==> config.mk <==
export PLATFORM = sky130hd
export DESIGN_NAME = scpq_queue
export DESIGN_NICKNAME = d
export VERILOG_FILES = /design/src/hw/rtl/scpq_pkg.sv /design/src/hw/rtl/scpq_queue.sv
export SDC_FILE = /design/constraint.sdc
export NUM_CORES = 1
export LEC_CHECK = 0
export BUFFER_PORTS_ARGS = -buffer_cell sky130_fd_sc_hd__buf_2
export CORE_UTILIZATION = 54
export CTS_CLUSTER_SIZE = 10
export DETAILED_ROUTE_END_ITERATION = 10
export HOLD_SLACK_MARGIN = 0.1
export PLACE_DENSITY = 0.82
export SLEW_MARGIN = 20
export SYNTH_ARGS = -nofsm -noshare
export SYNTH_HDL_FRONTEND = slang
export SYNTH_SLANG_ARGS = --single-unit
==> constraint.sdc <==
create_clock -name clock -period 8 [get_ports clock]
set_input_delay 1.2 -clock clock [delete_from_list [all_inputs] [get_ports clock]]
set_output_delay 1.2 -clock clock [all_outputs]
set_load 0.1 [all_outputs]
==> src/hw/rtl/scpq_pkg.sv <==
// ---------------------------------------------------------------------------
// scpq_pkg - shared types, constants and coefficient tables
// Fixed-point first-quadrant sine/cosine: Q1.31 in, Q1.31 out, Q.56 inside.
// ---------------------------------------------------------------------------
package scpq_pkg;

   // Operation codes
   localparam logic OP_SINE   = 1'b0;
   localparam logic OP_COSINE = 1'b1;

   // Default term counts
   localparam int SINE_TERMS_DEF   = 12;
   localparam int COSINE_TERMS_DEF = 13;
   localparam int TBL_LEN          = 16;

   // Angle thresholds (Q1.31)
   localparam logic [31:0] Q31_ONE        = 32'h8000_0000;
   localparam logic [31:0] TINY_Q31       = 32'd16;
   localparam logic [31:0] BREAK_Q31      = 32'h6000_0000;
   localparam logic [31:0] QUARTER_PI_Q31 = 32'd1686629714;
   localparam logic [31:0] HALF_PI_Q31    = 32'd3373259426;

   // Accumulator constants (Q.56)
   localparam logic [63:0] ACC_LIMIT = 64'd1 << 60;
   localparam logic [63:0] ONE_Q56   = 64'd1 << 56;

   // Queue depth between front and back
   localparam int QUEUE_DEPTH = 2;

   // Coefficient set select
   typedef enum logic [1:0] {
      SEL_SIN_LOW,
      SEL_SIN_HIGH,
      SEL_COS
   } sel_type;

   // Classified work item handed from front to back
   typedef struct packed {
      logic [31:0] x;
      sel_type     sel;
      logic        cos_poly;
      logic        bypass;
      logic [31:0] byp_val;
   } work_type;

   // Published coefficients: significand and exponent, value = m * 2^(e-52)
   localparam logic signed [63:0] SIN_LOW_M [TBL_LEN] = '{
      64'sh196c572de7c31a, 64'sh10000000000000, -64'sh1d2c36ec769d57,
      -64'sh155555555538b8, -64'sh1385b3b40c93b7, 64'sh11111112b73132,
      -64'sh146e204174b4b0, -64'sh1a01966033bdcf, -64'sh1768168286a0ee,
      64'sh1726b4f90c06d9, -64'sh1f430a7432c234, -64'sh193f86b29401e7,
      64'sh0, 64'sh0, 64'sh0, 64'sh0};
   localparam int SIN_LOW_E [TBL_LEN] = '{
      -100, 0, -49, -3, -38, -7, -32, -13, -29, -19, -29, -26, 0, 0, 0, 0};

   localparam logic signed [63:0] SIN_HIGH_M [TBL_LEN] = '{
      64'sh15cffc16bf8f0d, 64'sh1769fec6552172, -64'sh15cffc16bfb024,
      -64'sh1f37fe5dbbb0ac, 64'sh1d15501c565ba2, 64'sh18f998817cce95,
      -64'sh1f05b2330a6d17, -64'sh1306fa74d36fd5, 64'sh11b503a151bb97,
      64'sh111d3cf9ddbcfe, -64'sh1bbe5019152203, -64'sh156b451b540879,
      64'sh0, 64'sh0, 64'sh0, 64'sh0};
   localparam int SIN_HIGH_E [TBL_LEN] = '{
      -1, -1, -2, -4, -6, -8, -11, -13, -16, -19, -23, -27, 0, 0, 0, 0};

   localparam logic signed [63:0] COS_M [TBL_LEN] = '{
      -64'sh12867404367335, 64'sh19f6df7cc70fe2, 64'sh10000000000000,
      -64'sh147f6c76fc0a5f, -64'sh15555555554506, -64'sh13a0513f39d1bb,
      64'sh16c16c18446575, -64'sh115c4ea47eac51, -64'sh1a01985ed83aff,
      -64'sh1180ab6cae5f4f, 64'sh12848957e7643d, -64'sh14e3868e1bc725,
      -64'sh10e306e7907829, 64'sh0, 64'sh0, 64'sh0};
   localparam int COS_E [TBL_LEN] = '{
      -73, -65, -1, -51, -5, -41, -10, -35, -16, -32, -22, -32, -29, 0, 0, 0};

   // Term count limited to the table
   function automatic int clamp_terms(input int n);
      if (n < 1) return 1;
      if (n > TBL_LEN) return TBL_LEN;
      return n;
   endfunction

   // Coefficient rounded to Q.56, ties away from zero
   function automatic logic signed [63:0] coef_q56(input logic signed [63:0] mant,
                                                   input int ex);
      logic        neg;
      logic [63:0] mag;
      int          sh;
      int          s;
      neg = mant[63];
      mag = neg ? 64'(-mant) : 64'(mant);
      sh  = ex + 4;
      if (sh >= 0) begin
         if (sh > 4) sh = 4;
         mag = mag << sh;
      end else begin
         s = -sh;
         if (s >= 62) mag = '0;
         else mag = (mag + (64'd1 << (s - 1))) >> s;
      end
      return neg ? -$signed(mag) : $signed(mag);
   endfunction

   // Q.56 coefficient of a set at an index; zero past the set's term count
   function automatic logic signed [63:0] coef_at(input sel_type sel, input int idx,
                                                  input int n_sin, input int n_cos);
      logic signed [63:0] c;
      c = '0;
      if (idx >= 0 && idx < TBL_LEN) begin
         case (sel)
            SEL_SIN_LOW:  if (idx < n_sin) c = coef_q56(SIN_LOW_M[idx], SIN_LOW_E[idx]);
            SEL_SIN_HIGH: if (idx < n_sin) c = coef_q56(SIN_HIGH_M[idx], SIN_HIGH_E[idx]);
            SEL_COS:      if (idx < n_cos) c = coef_q56(COS_M[idx], COS_E[idx]);
            default:      c = '0;
         endcase
      end
      return c;
   endfunction

endpackage

==> src/hw/rtl/scpq_queue.sv <==
// ---------------------------------------------------------------------------
// scpq_queue - short FIFO between classifier and evaluator
// Register-based FIFO; head is read directly.
// ---------------------------------------------------------------------------
module scpq_queue (
   input  logic                clock,
   input  logic                reset,
   input  logic                push,
   input  scpq_pkg::work_type  wr_data,
   output logic                full,
   input  logic                pop,
   output logic                empty,
   output scpq_pkg::work_type  rd_data
);

   localparam int DEPTH = scpq_pkg::QUEUE_DEPTH;
   localparam int AW    = (DEPTH > 1) ? $clog2(DEPTH) : 1;
   localparam int CW    = $clog2(DEPTH + 1);

   scpq_pkg::work_type mem [DEPTH];
   logic [AW-1:0]      wp_ff, wp_in, rp_ff, rp_in;
   logic [CW-1:0]      cnt_ff, cnt_in;

   assign full    = cnt_ff == CW'(DEPTH);
   assign empty   = cnt_ff == '0;
   assign rd_data = mem[rp_ff];

   // Pointer and count update
   always_comb begin
      wp_in  = wp_ff;
      rp_in  = rp_ff;
      cnt_in = cnt_ff;
      if (push) begin
         wp_in = (wp_ff == AW'(DEPTH - 1)) ? '0 : wp_ff + 1'b1;
      end
      if (pop) begin
         rp_in = (rp_ff == AW'(DEPTH - 1)) ? '0 : rp_ff + 1'b1;
      end
      if (push && !pop) cnt_in = cnt_ff + 1'b1;
      else if (pop && !push) cnt_in = cnt_ff - 1'b1;
   end

   always_ff @(posedge clock) begin
      if (reset) begin
         wp_ff  <= '0;
         rp_ff  <= '0;
         cnt_ff <= '0;
      end else begin
         wp_ff  <= wp_in;
         rp_ff  <= rp_in;
         cnt_ff <= cnt_in;
      end
   end

   always_ff @(posedge clock) begin
      if (push) mem[wp_ff] <= wr_data;
   end

endmodule

==> flow_summary.toml <==
[power]
p_total_mw = 2.13
max-vdd-ir-drop_mv = 0.184
leakage_nw = 2.55
powerDensity_nw_per_um2 = 321
seqPwrFrac = 0.418
clockPowerShare = 0.376
intPower_mw = 1.46
power_frac_comb = 0.206
swShare = 0.314
p_sw_mw = 0.666

[setup_path]
crit_chain = "mux2_2, buf_2"
ff2ff_setup_slack_ns = 5.96
worstPathRequired_ns = 6.80
path_max_fanout = 68
r2r_cells = 2
slowest_delay_ns = 1.01
worstReg2RegEnd = "mem[0][49]$_DFFE_PP_"
critPathBufInv = 1
worstReg2RegStart = "wp_ff$_SDFFE_PP0P_"
arrival_ns = 2.30
crit_family = "flip-flops"
crit_type = "flop to output port"
end_kind = "output port"
cp-start-kind = "flop"
critPathSlowestCell = "dfxtp_4"

[global_route]
grt_pass1_vias = 2590
grt_overflow = 0
track_usage = 0.170
antenna_found_initial = 0
grt_start_max_net_pins = 69
grt_first_pass_wirelength_mm = 12.4

[clock_tree]
clk_pin_slew_ns = 0.06
htree_levels = 4
cts_hold_buf = 0
clock_sinks = 141
postCtsResizedCells = 0
cts_setup_buffers = 0
numCtsBuffers = 17
insertion_delay_ns = 0.49
root_buffer = "clkbuf_8"
cts_tree = "yes"
cts_max_path_buffers = 2

[synthesis]
ys_warn_count = 0
ys_seq_area_frac = 0.804
syn_area_sq_um = 5200
syn_nets = 307
synth_cells = 234
synth.distinct_cells = 17
ys_ff_latch = 141
avgSynthCellArea_sq_um = 22.2

[routing]
antenna_left = 0
firstDrtPassIters = 4
routed_via_density = 4.95
drcViolationCount = 0
vias = 2614
wl_mm = 8.35
drtIter0Drc = 88
wl_per_cell_um = 15.8

[timing]
slew_headroom = 0.331
hold_ws_ns = 0.512
fin_skew_ns = 0.00617
setup_viol = 0
report.final.slew_viol_count = 0
setup_tns_ns = 0
finalHoldViolations = 0
rsz0062_at_grt = "false"
fmax_ghz = 0.286
tightestPinTransition_ns = 1.00
period_share = 0.437
finalCriticalPeriod_ns = 3.50

[hold_path]
min_to = "cnt_ff[1]$_SDFFE_PP0P_"
hold_path.class = "flop to flop"
min_from = "cnt_ff[1]$_SDFFE_PP0P_"
hold_depth = 2

[die]
io_pins = 142
die_y_um = 100
core_area_sq_um = 9280
die_area_sq_um = 10000
rows = 35
start_util = 0.560
die_w_um = 100

[final_layout]
fillers = 614
area_growth_pct = 27.4
drive_above_1_share = 0.607
layout.nets = 460
fin_area_sq_um = 6630
diodes = 0

[placement]
hpwlAfterDp_mm = 5.22
gp_congestion = 0.654
dpl_cell_area_sq_um = 6020
portBuffers = 141

[run]
timing.max_cap.violations = 0

[run_status]
outcome = "finished, final reports clean"
==> registers in the layout, indices dropped and copies added (netlist names), named ones only <==
| register | count |
|---|---|
| rp_ff | 1 |
| cnt_ff | 2 |
| mem | 136 |
| wp_ff | 1 |
==> cell usage after synthesis <==
library cell,number,area (sq um)
edfxtp_1,136,4080
a21oi_1,1,5.00
or3_1,1,6.26
nor2_1,5,18.8
mux2_2,48,541
dfxtp_1,5,100
xnor2_1,2,17.5
mux2_4,20,300
buf_2,4,20.0
o21ai_0,1,5.00
buf_6,2,22.5
xor2_1,2,17.5
ha_1,1,12.5
inv_1,1,3.75
buf_8,2,30.0
and2_1,1,6.26
nor2b_1,2,12.5
==> stage by stage <==
| stage | cells | setup slack (ns) | util |
|---|---|---|---|
| finish | 528 | 4.50 | 0.714 |
| global route | 528 | 4.36 | 0.714 |
| CTS | 528 | 4.45 | 0.714 |
| detailed placement | 497 | 4.88 | 0.648 |
| global placement | 497 | 4.93 | 0.648 |
| floorplan | 234 | 3.31 | - |
==> power groups by stage <==
stage	combinational (mW)	clock (mW)	sequential [mW]
2_1_floorplan	0.389	0	0.888
3_3_place_gp	0.436	0	0.901
3_5_place_dp	0.440	0	0.904
4_1_cts	0.441	0.811	0.889
5_1_grt	0.451	0.843	0.893
6_report	0.438	0.800	0.888
==> cell families (layout without fill, tap and decap cells) <==
| logic type | after synthesis | count (layout) | synth area share |
|---|---|---|---|
| flip-flops | 141 | 141 | 0.804 |
| multiplexers | 68 | 68 | 0.162 |
| AND/OR/NAND/NOR | 9 | 9 | 0.00842 |
| buffers and inverters | 9 | 174 | 0.0147 |
| XOR/XNOR | 4 | 4 | 0.00674 |
| AO/OA/AOI/OAI | 2 | 2 | 0.00192 |
| adder cells (fa/ha/maj) | 1 | 1 | 0.00240 |
==> placed cells by master (no fill, tap or decap), types with 2 or more instances in the layout <==
cell,count
buf_2,141
edfxtp_1,136
mux2_2,48
mux2_4,20
clkbuf_16,16
nor2_1,5
bufinv_16,4
inv_6,4
dfxtp_1,4
clkinvlp_4,3
xor2_1,2
xnor2_1,2
clkbuf_1,2
==> layout make-up <==
type                            instances  area (sq um)  share of cell area
Sequential cell                       141          4190               0.632
Clock buffer                           19           422              0.0636
Clock inverter                         12           186              0.0281
Timing Repair Buffer                  142           713               0.108
Tap cell                              129           161              0.0244
Multi-Input combinational cell         84           952               0.144
Inverter                                1          3.75            0.000566
==> worst max path at each step <==
stage / startpoint / endpoint / slack [ns] / cells past startpoint
after detailed placement: push / mem[0][26]$_DFFE_PP_ / 4.88 / 3
after global routing: flop / rd_data[11] / 4.36 / 2
after global placement: push / mem[0][19]$_DFFE_PP_ / 4.93 / 3
after CTS: flop / rd_data[11] / 4.45 / 2
after floorplan: push / mem[0][0]$_DFFE_PP_ / 3.31 / 1
final: flop / rd_data[11] / 4.50 / 2
==> worst reg2reg max path, delay by kind of cell (launching register included) <==
| family | cells | cell delay (ns) |
|---|---|---|
| and+or+nand+nor | 1 | 0.73 |
| DFF | 1 | 0.35 |
| buffers and inverters | 1 | 0.59 |
==> layer usage <==
| layer | vias up | part of all wire | track usage |
|---|---|---|---|
| li1 | 1235 | - | - |
| met1 | 1266 | 0.41 | 0.207 |
| met2 | 109 | 0.52 | 0.281 |
| met3 | 4 | 0.066 | 0.0564 |
| met4 | 0 | 0.0055 | 0.0702 |
| met5 | - | 0 | 0 |
Power figures use the tool's default switching activity.
