==> src/hw/rtl/scpq_pkg.sv <==
// ---------------------------------------------------------------------------
// scpq_pkg - shared types, constants and coefficient tables
// Fixed-point first-quadrant sine/cosine: Q1.31 in, Q1.31 out, Q.56 inside.
// ---------------------------------------------------------------------------
package scpq_pkg;

   // Operation codes
   localparam logic OP_SINE   = 1'b0;
   localparam logic OP_COSINE = 1'b1;

   // Default term counts
   localparam int SINE_TERMS_DEF   = 12;
   localparam int COSINE_TERMS_DEF = 13;
   localparam int TBL_LEN          = 16;

   // Angle thresholds (Q1.31)
   localparam logic [31:0] Q31_ONE        = 32'h8000_0000;
   localparam logic [31:0] TINY_Q31       = 32'd16;
   localparam logic [31:0] BREAK_Q31      = 32'h6000_0000;
   localparam logic [31:0] QUARTER_PI_Q31 = 32'd1686629714;
   localparam logic [31:0] HALF_PI_Q31    = 32'd3373259426;

   // Accumulator constants (Q.56)
   localparam logic [63:0] ACC_LIMIT = 64'd1 << 60;
   localparam logic [63:0] ONE_Q56   = 64'd1 << 56;

   // Queue depth between front and back
   localparam int QUEUE_DEPTH = 2;

   // Coefficient set select
   typedef enum logic [1:0] {
      SEL_SIN_LOW,
      SEL_SIN_HIGH,
      SEL_COS
   } sel_type;

   // Classified work item handed from front to back
   typedef struct packed {
      logic [31:0] x;
      sel_type     sel;
      logic        cos_poly;
      logic        bypass;
      logic [31:0] byp_val;
   } work_type;

   // Published coefficients: significand and exponent, value = m * 2^(e-52)
   localparam logic signed [63:0] SIN_LOW_M [TBL_LEN] = '{
      64'sh196c572de7c31a, 64'sh10000000000000, -64'sh1d2c36ec769d57,
      -64'sh155555555538b8, -64'sh1385b3b40c93b7, 64'sh11111112b73132,
      -64'sh146e204174b4b0, -64'sh1a01966033bdcf, -64'sh1768168286a0ee,
      64'sh1726b4f90c06d9, -64'sh1f430a7432c234, -64'sh193f86b29401e7,
      64'sh0, 64'sh0, 64'sh0, 64'sh0};
   localparam int SIN_LOW_E [TBL_LEN] = '{
      -100, 0, -49, -3, -38, -7, -32, -13, -29, -19, -29, -26, 0, 0, 0, 0};

   localparam logic signed [63:0] SIN_HIGH_M [TBL_LEN] = '{
      64'sh15cffc16bf8f0d, 64'sh1769fec6552172, -64'sh15cffc16bfb024,
      -64'sh1f37fe5dbbb0ac, 64'sh1d15501c565ba2, 64'sh18f998817cce95,
      -64'sh1f05b2330a6d17, -64'sh1306fa74d36fd5, 64'sh11b503a151bb97,
      64'sh111d3cf9ddbcfe, -64'sh1bbe5019152203, -64'sh156b451b540879,
      64'sh0, 64'sh0, 64'sh0, 64'sh0};
   localparam int SIN_HIGH_E [TBL_LEN] = '{
      -1, -1, -2, -4, -6, -8, -11, -13, -16, -19, -23, -27, 0, 0, 0, 0};

   localparam logic signed [63:0] COS_M [TBL_LEN] = '{
      -64'sh12867404367335, 64'sh19f6df7cc70fe2, 64'sh10000000000000,
      -64'sh147f6c76fc0a5f, -64'sh15555555554506, -64'sh13a0513f39d1bb,
      64'sh16c16c18446575, -64'sh115c4ea47eac51, -64'sh1a01985ed83aff,
      -64'sh1180ab6cae5f4f, 64'sh12848957e7643d, -64'sh14e3868e1bc725,
      -64'sh10e306e7907829, 64'sh0, 64'sh0, 64'sh0};
   localparam int COS_E [TBL_LEN] = '{
      -73, -65, -1, -51, -5, -41, -10, -35, -16, -32, -22, -32, -29, 0, 0, 0};

   // Term count limited to the table
   function automatic int clamp_terms(input int n);
      if (n < 1) return 1;
      if (n > TBL_LEN) return TBL_LEN;
      return n;
   endfunction

   // Coefficient rounded to Q.56, ties away from zero
   function automatic logic signed [63:0] coef_q56(input logic signed [63:0] mant,
                                                   input int ex);
      logic        neg;
      logic [63:0] mag;
      int          sh;
      int          s;
      neg = mant[63];
      mag = neg ? 64'(-mant) : 64'(mant);
      sh  = ex + 4;
      if (sh >= 0) begin
         if (sh > 4) sh = 4;
         mag = mag << sh;
      end else begin
         s = -sh;
         if (s >= 62) mag = '0;
         else mag = (mag + (64'd1 << (s - 1))) >> s;
      end
      return neg ? -$signed(mag) : $signed(mag);
   endfunction

   // Q.56 coefficient of a set at an index; zero past the set's term count
   function automatic logic signed [63:0] coef_at(input sel_type sel, input int idx,
                                                  input int n_sin, input int n_cos);
      logic signed [63:0] c;
      c = '0;
      if (idx >= 0 && idx < TBL_LEN) begin
         case (sel)
            SEL_SIN_LOW:  if (idx < n_sin) c = coef_q56(SIN_LOW_M[idx], SIN_LOW_E[idx]);
            SEL_SIN_HIGH: if (idx < n_sin) c = coef_q56(SIN_HIGH_M[idx], SIN_HIGH_E[idx]);
            SEL_COS:      if (idx < n_cos) c = coef_q56(COS_M[idx], COS_E[idx]);
            default:      c = '0;
         endcase
      end
      return c;
   endfunction

endpackage

==> src/hw/rtl/scpq_if.sv <==
// ---------------------------------------------------------------------------
// scpq_if - request and response channels
// Valid/ready channels; an item moves when valid and ready are both high.
// ---------------------------------------------------------------------------
interface scpq_req_if;
   logic        valid;
   logic        ready;
   logic        op;
   logic [31:0] angle;

   modport source (output valid, output op, output angle, input ready);
   modport sink   (input valid, input op, input angle, output ready);
endinterface


==> src/hw/rtl/scpq_front.sv <==
// ---------------------------------------------------------------------------
// scpq_front - request classifier
// Reflects upper-octant cosine angles, picks the coefficient set and flags tiny angles.
// ---------------------------------------------------------------------------
module scpq_front (
   input  logic                clock,
   input  logic                reset,
   scpq_req_if.sink            req_ch,
   output logic                push,
   input  logic                q_full,
   output scpq_pkg::work_type  work
);

   logic               fv_ff, fv_in;
   scpq_pkg::work_type work_ff, work_in;
   logic               take;
   logic [31:0]        xs;
   logic               sine_path;

   assign push         = fv_ff && !q_full;
   assign req_ch.ready = !fv_ff || push;
   assign take         = req_ch.valid && req_ch.ready;
   assign work         = work_ff;

   // Classify the incoming angle
   always_comb begin
      work_in   = '0;
      sine_path = 1'b1;
      xs        = req_ch.angle;
      if (req_ch.op == scpq_pkg::OP_COSINE) begin
         if (req_ch.angle >= scpq_pkg::QUARTER_PI_Q31) begin
            // upper octant: sin(pi/2 - x), saturated at zero
            xs = (req_ch.angle > scpq_pkg::HALF_PI_Q31) ? '0 :
                 scpq_pkg::HALF_PI_Q31 - req_ch.angle;
         end else begin
            sine_path = 1'b0;
            work_in.x        = req_ch.angle;
            work_in.sel      = scpq_pkg::SEL_COS;
            work_in.cos_poly = 1'b1;
            work_in.bypass   = req_ch.angle < scpq_pkg::TINY_Q31;
            work_in.byp_val  = scpq_pkg::Q31_ONE;
         end
      end
      if (sine_path) begin
         work_in.cos_poly = 1'b0;
         work_in.bypass   = xs < scpq_pkg::TINY_Q31;
         work_in.byp_val  = xs;
         if (xs >= scpq_pkg::BREAK_Q31) begin
            work_in.x   = xs - scpq_pkg::BREAK_Q31;
            work_in.sel = scpq_pkg::SEL_SIN_HIGH;
         end else begin
            work_in.x   = xs;
            work_in.sel = scpq_pkg::SEL_SIN_LOW;
         end
      end
   end

   // Holding register
   always_comb begin
      fv_in = fv_ff;
      if (push) fv_in = 1'b0;
      if (take) fv_in = 1'b1;
   end

   always_ff @(posedge clock) begin
      if (reset) fv_ff <= 1'b0;
      else fv_ff <= fv_in;
   end

   always_ff @(posedge clock) begin
      if (take) work_ff <= work_in;
   end

endmodule

==> src/flat_wrapper.sv <==
// flat-port wrapper written by rule: the top's interface ports become plain ports
module scpq_front_flat 
  (clock, reset, push, q_full, work, req_ch_valid, req_ch_op, req_ch_angle, req_ch_ready);
  scpq_req_if req_ch_i ();
  input  logic clock;
  input  logic reset;
  output logic push;
  input  logic q_full;
  output scpq_pkg::work_type work;
  input wire logic [$bits(req_ch_i.valid)-1:0] req_ch_valid;
  input wire logic [$bits(req_ch_i.op)-1:0] req_ch_op;
  input wire logic [$bits(req_ch_i.angle)-1:0] req_ch_angle;
  output wire logic [$bits(req_ch_i.ready)-1:0] req_ch_ready;
  assign req_ch_i.valid = req_ch_valid;
  assign req_ch_i.op = req_ch_op;
  assign req_ch_i.angle = req_ch_angle;
  assign req_ch_ready = req_ch_i.ready;
  scpq_front u_core (.clock(clock), .reset(reset), .req_ch(req_ch_i), .push(push), .q_full(q_full), .work(work));
endmodule
==> config.mk <==
export PLATFORM = sky130hd
export DESIGN_NAME = scpq_front_flat
export DESIGN_NICKNAME = d
export VERILOG_FILES = /design/src/hw/rtl/scpq_pkg.sv /design/src/hw/rtl/scpq_if.sv /design/src/hw/rtl/scpq_front.sv /design/src/flat_wrapper.sv
export SDC_FILE = /design/constraint.sdc
export NUM_CORES = 1
export LEC_CHECK = 0
export BUFFER_PORTS_ARGS = -buffer_cell sky130_fd_sc_hd__buf_2
export CAP_MARGIN = 20
export CELL_PAD_IN_SITES_DETAIL_PLACEMENT = 1
export CELL_PAD_IN_SITES_GLOBAL_PLACEMENT = 1
export CORE_MARGIN = 5
export CORE_UTILIZATION = 43
export CTS_BUF_LIST = sky130_fd_sc_hd__clkbuf_2
export DETAILED_ROUTE_END_ITERATION = 10
export PLACE_DENSITY = 0.91
export RECOVER_POWER = 50
export SLEW_MARGIN = 20
export SYNTH_ARGS = -nofsm -noshare
export SYNTH_HDL_FRONTEND = slang
export SYNTH_SLANG_ARGS = --single-unit
==> constraint.sdc <==
create_clock -name clock -period 5.8 [get_ports clock]
set_input_delay 1.16 -clock clock [delete_from_list [all_inputs] [get_ports clock]]
set_output_delay 1.16 -clock clock [all_outputs]
set_load 0.02 [all_outputs]
==> key figures, run 1 <==
Clocking
  • Clock Path Buffers: 2
  • Number of gates resized after cts: 0
  • Hold buffers post-CTS: 0
  • CTS tree: yes
  • Skew-Pair Late Insertion Delay: 530 ps
  • Num CTS Buffers: 9
  • Root buf cell: clkbuf_2
  • CTS H-tree depth: 3
  • Sink Count: 69
  • Post-CTS Setup Bufs: 0
  • Clk pin slew, worst setup/hold paths: about 220 ps

Final layout
  • NumNets Final: 516
  • Ant. Diodes: 0
  • Multi-input logic area: 1617 µm²
  • Filler cells: between 1,000 and 1,500
  • Layout cells sized above 1: between 20 and 25%
  • Register Area: between 2000 and 2500 µm²
  • P&R area growth vs syn: 17.01%

STA
  • Period Utilization, post-route: about 73%
  • Fmax: 237.6 MHz
  • Setup TNS: 0 ps
  • Measured slew at the worst slew-check pin: roughly 3700 ps
  • # setup viols final: 0
  • Final Hold Viols: 0
  • Hold Slack: ~560 ps
  • Slew Viols, Final: 69
  • Slew headroom: -146.9%
  • Clock Skews: 31.27 ps
  • Minimum clock period: roughly 4200 ps
  • Unrepaired setup endpoints after global routing: false

Drt
  • DRT Wirelength: around 13 mm
  • DRT Pass-1 Iters: 6
  • Via count: roughly 3,500
  • Antenna viol nets, final: 0
  • Drt via density: 5.954
  • Starting DRT DRC Count: 271
  • DRC Markers: 0
  • Routed WL per cell: ~21 µm

Floorplanning
  • DIE HEIGHT: approximately 100 µm
  • Row Count: 34
  • IO Pins: 107
  • CORE AREA: 8721 µm²
  • Die ar.: 10,980 µm²
  • Initial core utilization: 44.29%
  • Die width: roughly 100 µm

Yosys
  • Post-synth top area share: ~53%
  • Ys Warns: 0
  • Post-Syn Area: 3862 µm²
  • Number of distinct library cells after synthesis: 63
  • Flops & latches, synth: between 60 and 70
  • Number of synthesized flops with an enable pin: 68
  • Top FF cell, synth: edfxtp_1
  • Mapped Cells: between 300 and 400
  • Post-synth top area cell: edfxtp_1
  • Register area share after synthesis: a little over half
  • Async S/R FF share, synth: 0%
  • Synth area leaders: edfxtp_1, a21oi_1, nor2b_1
  • Syn avg cell area: just over 10 µm²
  • Synth Net Count: about 420

Power
  • Peak supply drop: a little over 0.09 mV
  • Total power per unit cell area: around 260 nW/µm²
  • Pwr Total: roughly 1.2 mW
  • Leak pwr: between 1.5 and 2 nW

Placed design
  • HPWL Detailed: 9.273 mm
  • RD Place Congestion: 0.9381
  • IO Port Bufs: approximately 110

Worst setup path
  • CP Launch Type: primary input
  • Arrival time worst endpoint: about 4600 ps
  • WS Path Type: primary input to register
  • Worst path required time: just over 6000 ps
  • Crit path max fanout: 22
  • Critical Path End Type: register

GRT
  • Initial antenna violation count: 0
  • Vias in the first global route: approximately 3,800
  • Grt ovf: 0
  • Largest net degree at the start of global routing: 69
  • Overall routing resource usage: 23.08%
  • First-pass GRT wire length: about 20 mm

Status
  • Failing checks: max-capacitance violations, max-slew violations
  • Status: complete, but fails checks

Hold path
  • Hold Path Class: register to register

Job
  • Max cap viols: 1
-- stage by stage --
stage               util [%]  instances  instance area, µm²  setup slack (ps)
finish                 51.82        590                4519              1591
CTS                    52.37        590                4567              1707
floorplan                  -        377                3862              1764
global placement       51.02        574                4449              1274
global route           51.82        590                4519              1439
detailed placement     51.02        574                4449              1127
-- sequential cells by signal (all words and copies together) (netlist names) --
| name | cells |
|---|---|
| u_core.fv_ff | 1 |
| u_core.work | 68 |
-- final timing paths --
path	startpoint	endpoint	slack (ps)	cells past startpoint
min reg2reg	u_core.fv_ff	u_core.fv_ff	560	2
max reg2reg	u_core.fv_ff	u_core.work[35]	2130	3
max	req_ch_angle[27]	u_core.work[32]	1590	11
min	u_core.fv_ff	u_core.fv_ff	560	2
-- layout by cell type, fill, tap and decap left out, types with 3 or more instances in the layout --
cell	count
nor2b_1	21
nor3_1	16
inv_1	21
nand3_1	6
and3_1	6
o21ai_1	6
a21o_1	7
a21oi_1	27
o22ai_1	3
edfxtp_1	68
nor2_1	30
nand2_1	30
nor3b_1	3
a211oi_1	4
clkbuf_1	36
clkbuf_2	9
o31a_1	4
or4_1	6
o31ai_1	5
or2_2	3
nand4_1	5
a31oi_1	3
nor4_1	7
buf_2	71
o21ai_0	25
o2bb2ai_1	5
-- final cells by class --
type	count	area share [%]
Sequential cell	69	45.63
Inverter	22	1.827
Tap cell	108	2.990
Multi-Input combinational cell	266	35.77
Clock buffer	9	0.9967
Clock inverter	7	1.606
Timing Repair Buffer	109	11.18
-- cell usage after synthesis, types with 7 or more instances --
cell	instances
nor3_1	17
nor2_1	30
o21ai_0	25
nand2_1	30
inv_1	21
buf_2	8
edfxtp_1	68
nor4_1	7
clkbuf_1	8
a21o_1	7
a21oi_1	27
nor2b_1	21
-- layer usage --
metal | vias to the layer above | global-route usage, % | routed length, µm
met1 | 1724 | 28.87 | 5173
li1 | 1611 | - | -
met3 | 27 | 4.994 | 901
met4 | 0 | 8.584 | 345
met2 | 151 | 39.12 | 6251
met5 | - | 0 | 0
-- worst max-delay path: stages --
cell and delay, ps:
clkbuf_1 330, nor4b_1 160, and3_1 200, and4_1 210, or2_1 460, nand2_2 500, nor3_1 100, a21oi_1 460
nand4_1 140, or4_1 560, o31ai_1 280
-- logic make-up (layout without fill, tap and decap cells) --
| logic type | after synthesis | count (layout) | synth area share (%) |
|---|---|---|---|
| muxes | 2 | 2 | 0.5507 |
| DFF | 69 | 69 | 53.39 |
| and+or+nand+nor | 148 | 148 | 20.47 |
| AOI/OAI and AO/OA | 112 | 112 | 19.57 |
| adders and majority gates | 2 | 2 | 0.6478 |
| buffers and inverters | 42 | 147 | 4.924 |
| xor gates and xnor gates | 2 | 2 | 0.4536 |
-- power breakdown --
part	switching [mW]	total [mW]	internal (mW)	leakage (nW)
registers	0.0114	0.613	0.602	0.677
logic	0.190	0.266	0.0762	1.02
clock network	0.192	0.293	0.101	0.0703
total	0.393	1.17	0.779	1.77
Note: power is estimated with default switching activity, not from simulation.
==> run 2: changes to the inputs <==
Settings changed: CORE_UTILIZATION 43 to 41, PLACE_DENSITY 0.91 to 0.88.
Clock period 5.8 ns to 3.9 ns, I/O delays scaled along.
==> key figures, run 2 (synthesized netlist as in run 1, its figures left out) <==
Status
  • Status: complete, but fails checks
  • Failing checks: max-capacitance violations, max-slew violations

STA
  • Fmax: between 200 and 300 MHz
  • Final Hold Viols: 0
  • # setup viols final: 0
  • Measured slew at the worst slew-check pin: 1686 ps
  • Setup TNS: 0 ps
  • Slew Viols, Final: 69
  • Final WS setup: around 440 ps
  • Clock Skews: roughly 28 ps
  • Slew headroom: -12.38%
  • Minimum clock period: about 3500 ps
  • Period Utilization, post-route: 88.78%
  • Unrepaired setup endpoints after global routing: false

Final layout
  • Most frequent cells in the layout: buf_2, edfxtp_1, clkbuf_1, nand2_1, nor2_1
  • Filler cells: 1,103
  • P&R area growth vs syn: 22.90%
  • Max FFs per register: 68
  • Final std cells w/o fill: 619
  • Post-layout util: between 50% and 60%
  • Ant. Diodes: 0
  • Layout cells sized above 1: a little over a quarter
  • NumNets Final: 542
  • Commonest non-fill, non-tap cell in the layout: buf_2

Worst setup path
  • Cells along the critical path: buf_2, ha_1, nor3_1, a311o_1, a21o_4, a21o_4, nand2_2, o31ai_1, or4_1, or4_1, o31ai_1
  • Crit path max-delay cell type: or4_1
  • Crit path buf inv count: 1
  • Critical path depth in cells: 11
  • Arrival time worst endpoint: roughly 3800 ps
  • R2R depth: 3
  • Critical Path End Type: register
  • WS Path Type: primary input to register
  • CP delay by family, top: simple AND/OR/NAND/NOR gates
  • CP max stage delay: around 530 ps
  • Worst path required time: roughly 4300 ps
  • Crit path max fanout: 16
  • CP Launch Type: primary input

Drt
  • Starting DRT DRC Count: roughly 210
  • DRT Pass-1 Iters: 4
  • Drt via density: between 5 and 6
  • DRT Wirelength: about 13 mm
  • Antenna viol nets, final: 0
  • Via count: approximately 3,600
  • DRC Markers: 0
  • Routed WL per cell: 20.23 µm

Clocking
  • Skew-Pair Late Insertion Delay: ~530 ps
  • Num CTS Buffers: 9
  • CTS tree: yes
  • CTS H-tree depth: 3
  • Root buf cell: clkbuf_2
  • Sink Count: 69
  • Clk pin slew, worst setup/hold paths: 220 ps
  • Hold buffers post-CTS: 0
  • Number of gates resized after cts: 0
  • Post-CTS Setup Bufs: 0
  • Clock Path Buffers: 2

Job
  • Max cap viols: 1

GRT
  • Vias in the first global route: ~3,700
  • Largest net degree at the start of global routing: between 60 and 70
  • Grt ovf: 0
  • Initial antenna violation count: 0
  • Overall routing resource usage: 22.63%
  • First-pass GRT wire length: around 20 mm

Placed design
  • HPWL Detailed: about 9.7 mm
  • RD Place Congestion: around 0.92
  • Dpl ws: -51.87 ps
  • Placed Instances: around 600
  • IO Port Bufs: 106

Floorplanning
  • Die width: approximately 110 µm
  • CORE AREA: 9196 µm²
  • IO Pins: between 100 and 150
  • DIE HEIGHT: 107.1 µm
  • Row Count: 35
  • Initial core utilization: between 40% and 50%
  • Die ar.: ~11,000 µm²

Power
  • Leak pwr: between 1.5 and 2 nW
  • Peak supply drop: 0.1524 mV
  • Total power per unit cell area: around 380 nW/µm²

Hold path
  • Hold Path Class: primary input to register
  • Hold Path Depth: 2
-- run 2: cell count changes in the layout (fill, tap and decap cells not counted), sizes merged --
| cell | change |
|---|---|
| bufinv | +1 |
| inv | -1 |
| clkbuf | -1 |
| buf | +27 |
-- run 2: layer usage --
metal	up-vias	part of all wire (%)	wire length, µm	GRT usage, %
li1	1664	-	-	-
met1	1752	42	5318	28.42
met2	134	50	6211	39.14
met3	18	6.2	777	4.937
met4	0	1.7	214	6.301
met5	-	0	0	0
-- run 2: area by class of cell --
class | count | area [µm²] | share of cell area (%)
sequential | 69 | 2062 | 43.44
timing repair buffer | 135 | 703.2 | 14.81
clock buffer | 9 | 45.04 | 0.9489
clock inverter | 7 | 98.84 | 2.082
multi-input combinational | 266 | 1617 | 34.05
tap | 111 | 138.9 | 2.926
inverter | 22 | 82.58 | 1.740
-- run 2: through the flow --
step	hold slack, ps	instance area, µm²	power (mW)
final	364.0	4747	1.825
after global routing	274.2	4747	1.926
after CTS	332.1	4792	1.847
after detailed placement	500.6	4648	1.350
after global placement	483.1	4648	1.336
after floorplan	465.3	3862	1.175
-- run 2: power breakdown --
| part | internal (mW) | total, mW | switching (mW) |
|---|---|---|---|
| registers | 0.892 | 0.906 | 0.0142 |
| clock network | 0.215 | 0.499 | 0.284 |
| logic | 0.134 | 0.419 | 0.284 |
| total | 1.24 | 1.82 | 0.583 |
-- run 2: worst paths after layout --
kind	startpoint	to	slack [ps]
worst max-delay path	req_ch_angle[1]	u_core.work[32]	440
worst min-delay path	reset	u_core.fv_ff	360
worst max register to register	u_core.fv_ff	u_core.work[64]	1690
worst min register to register	u_core.fv_ff	u_core.fv_ff	530
-- run 2: worst reg2reg max path: cells and delay by family (launching register included) --
family / cells / cell delay, ps
buf+inv: 1 / 1210
flops: 1 / 370
simple gates: 2 / 210
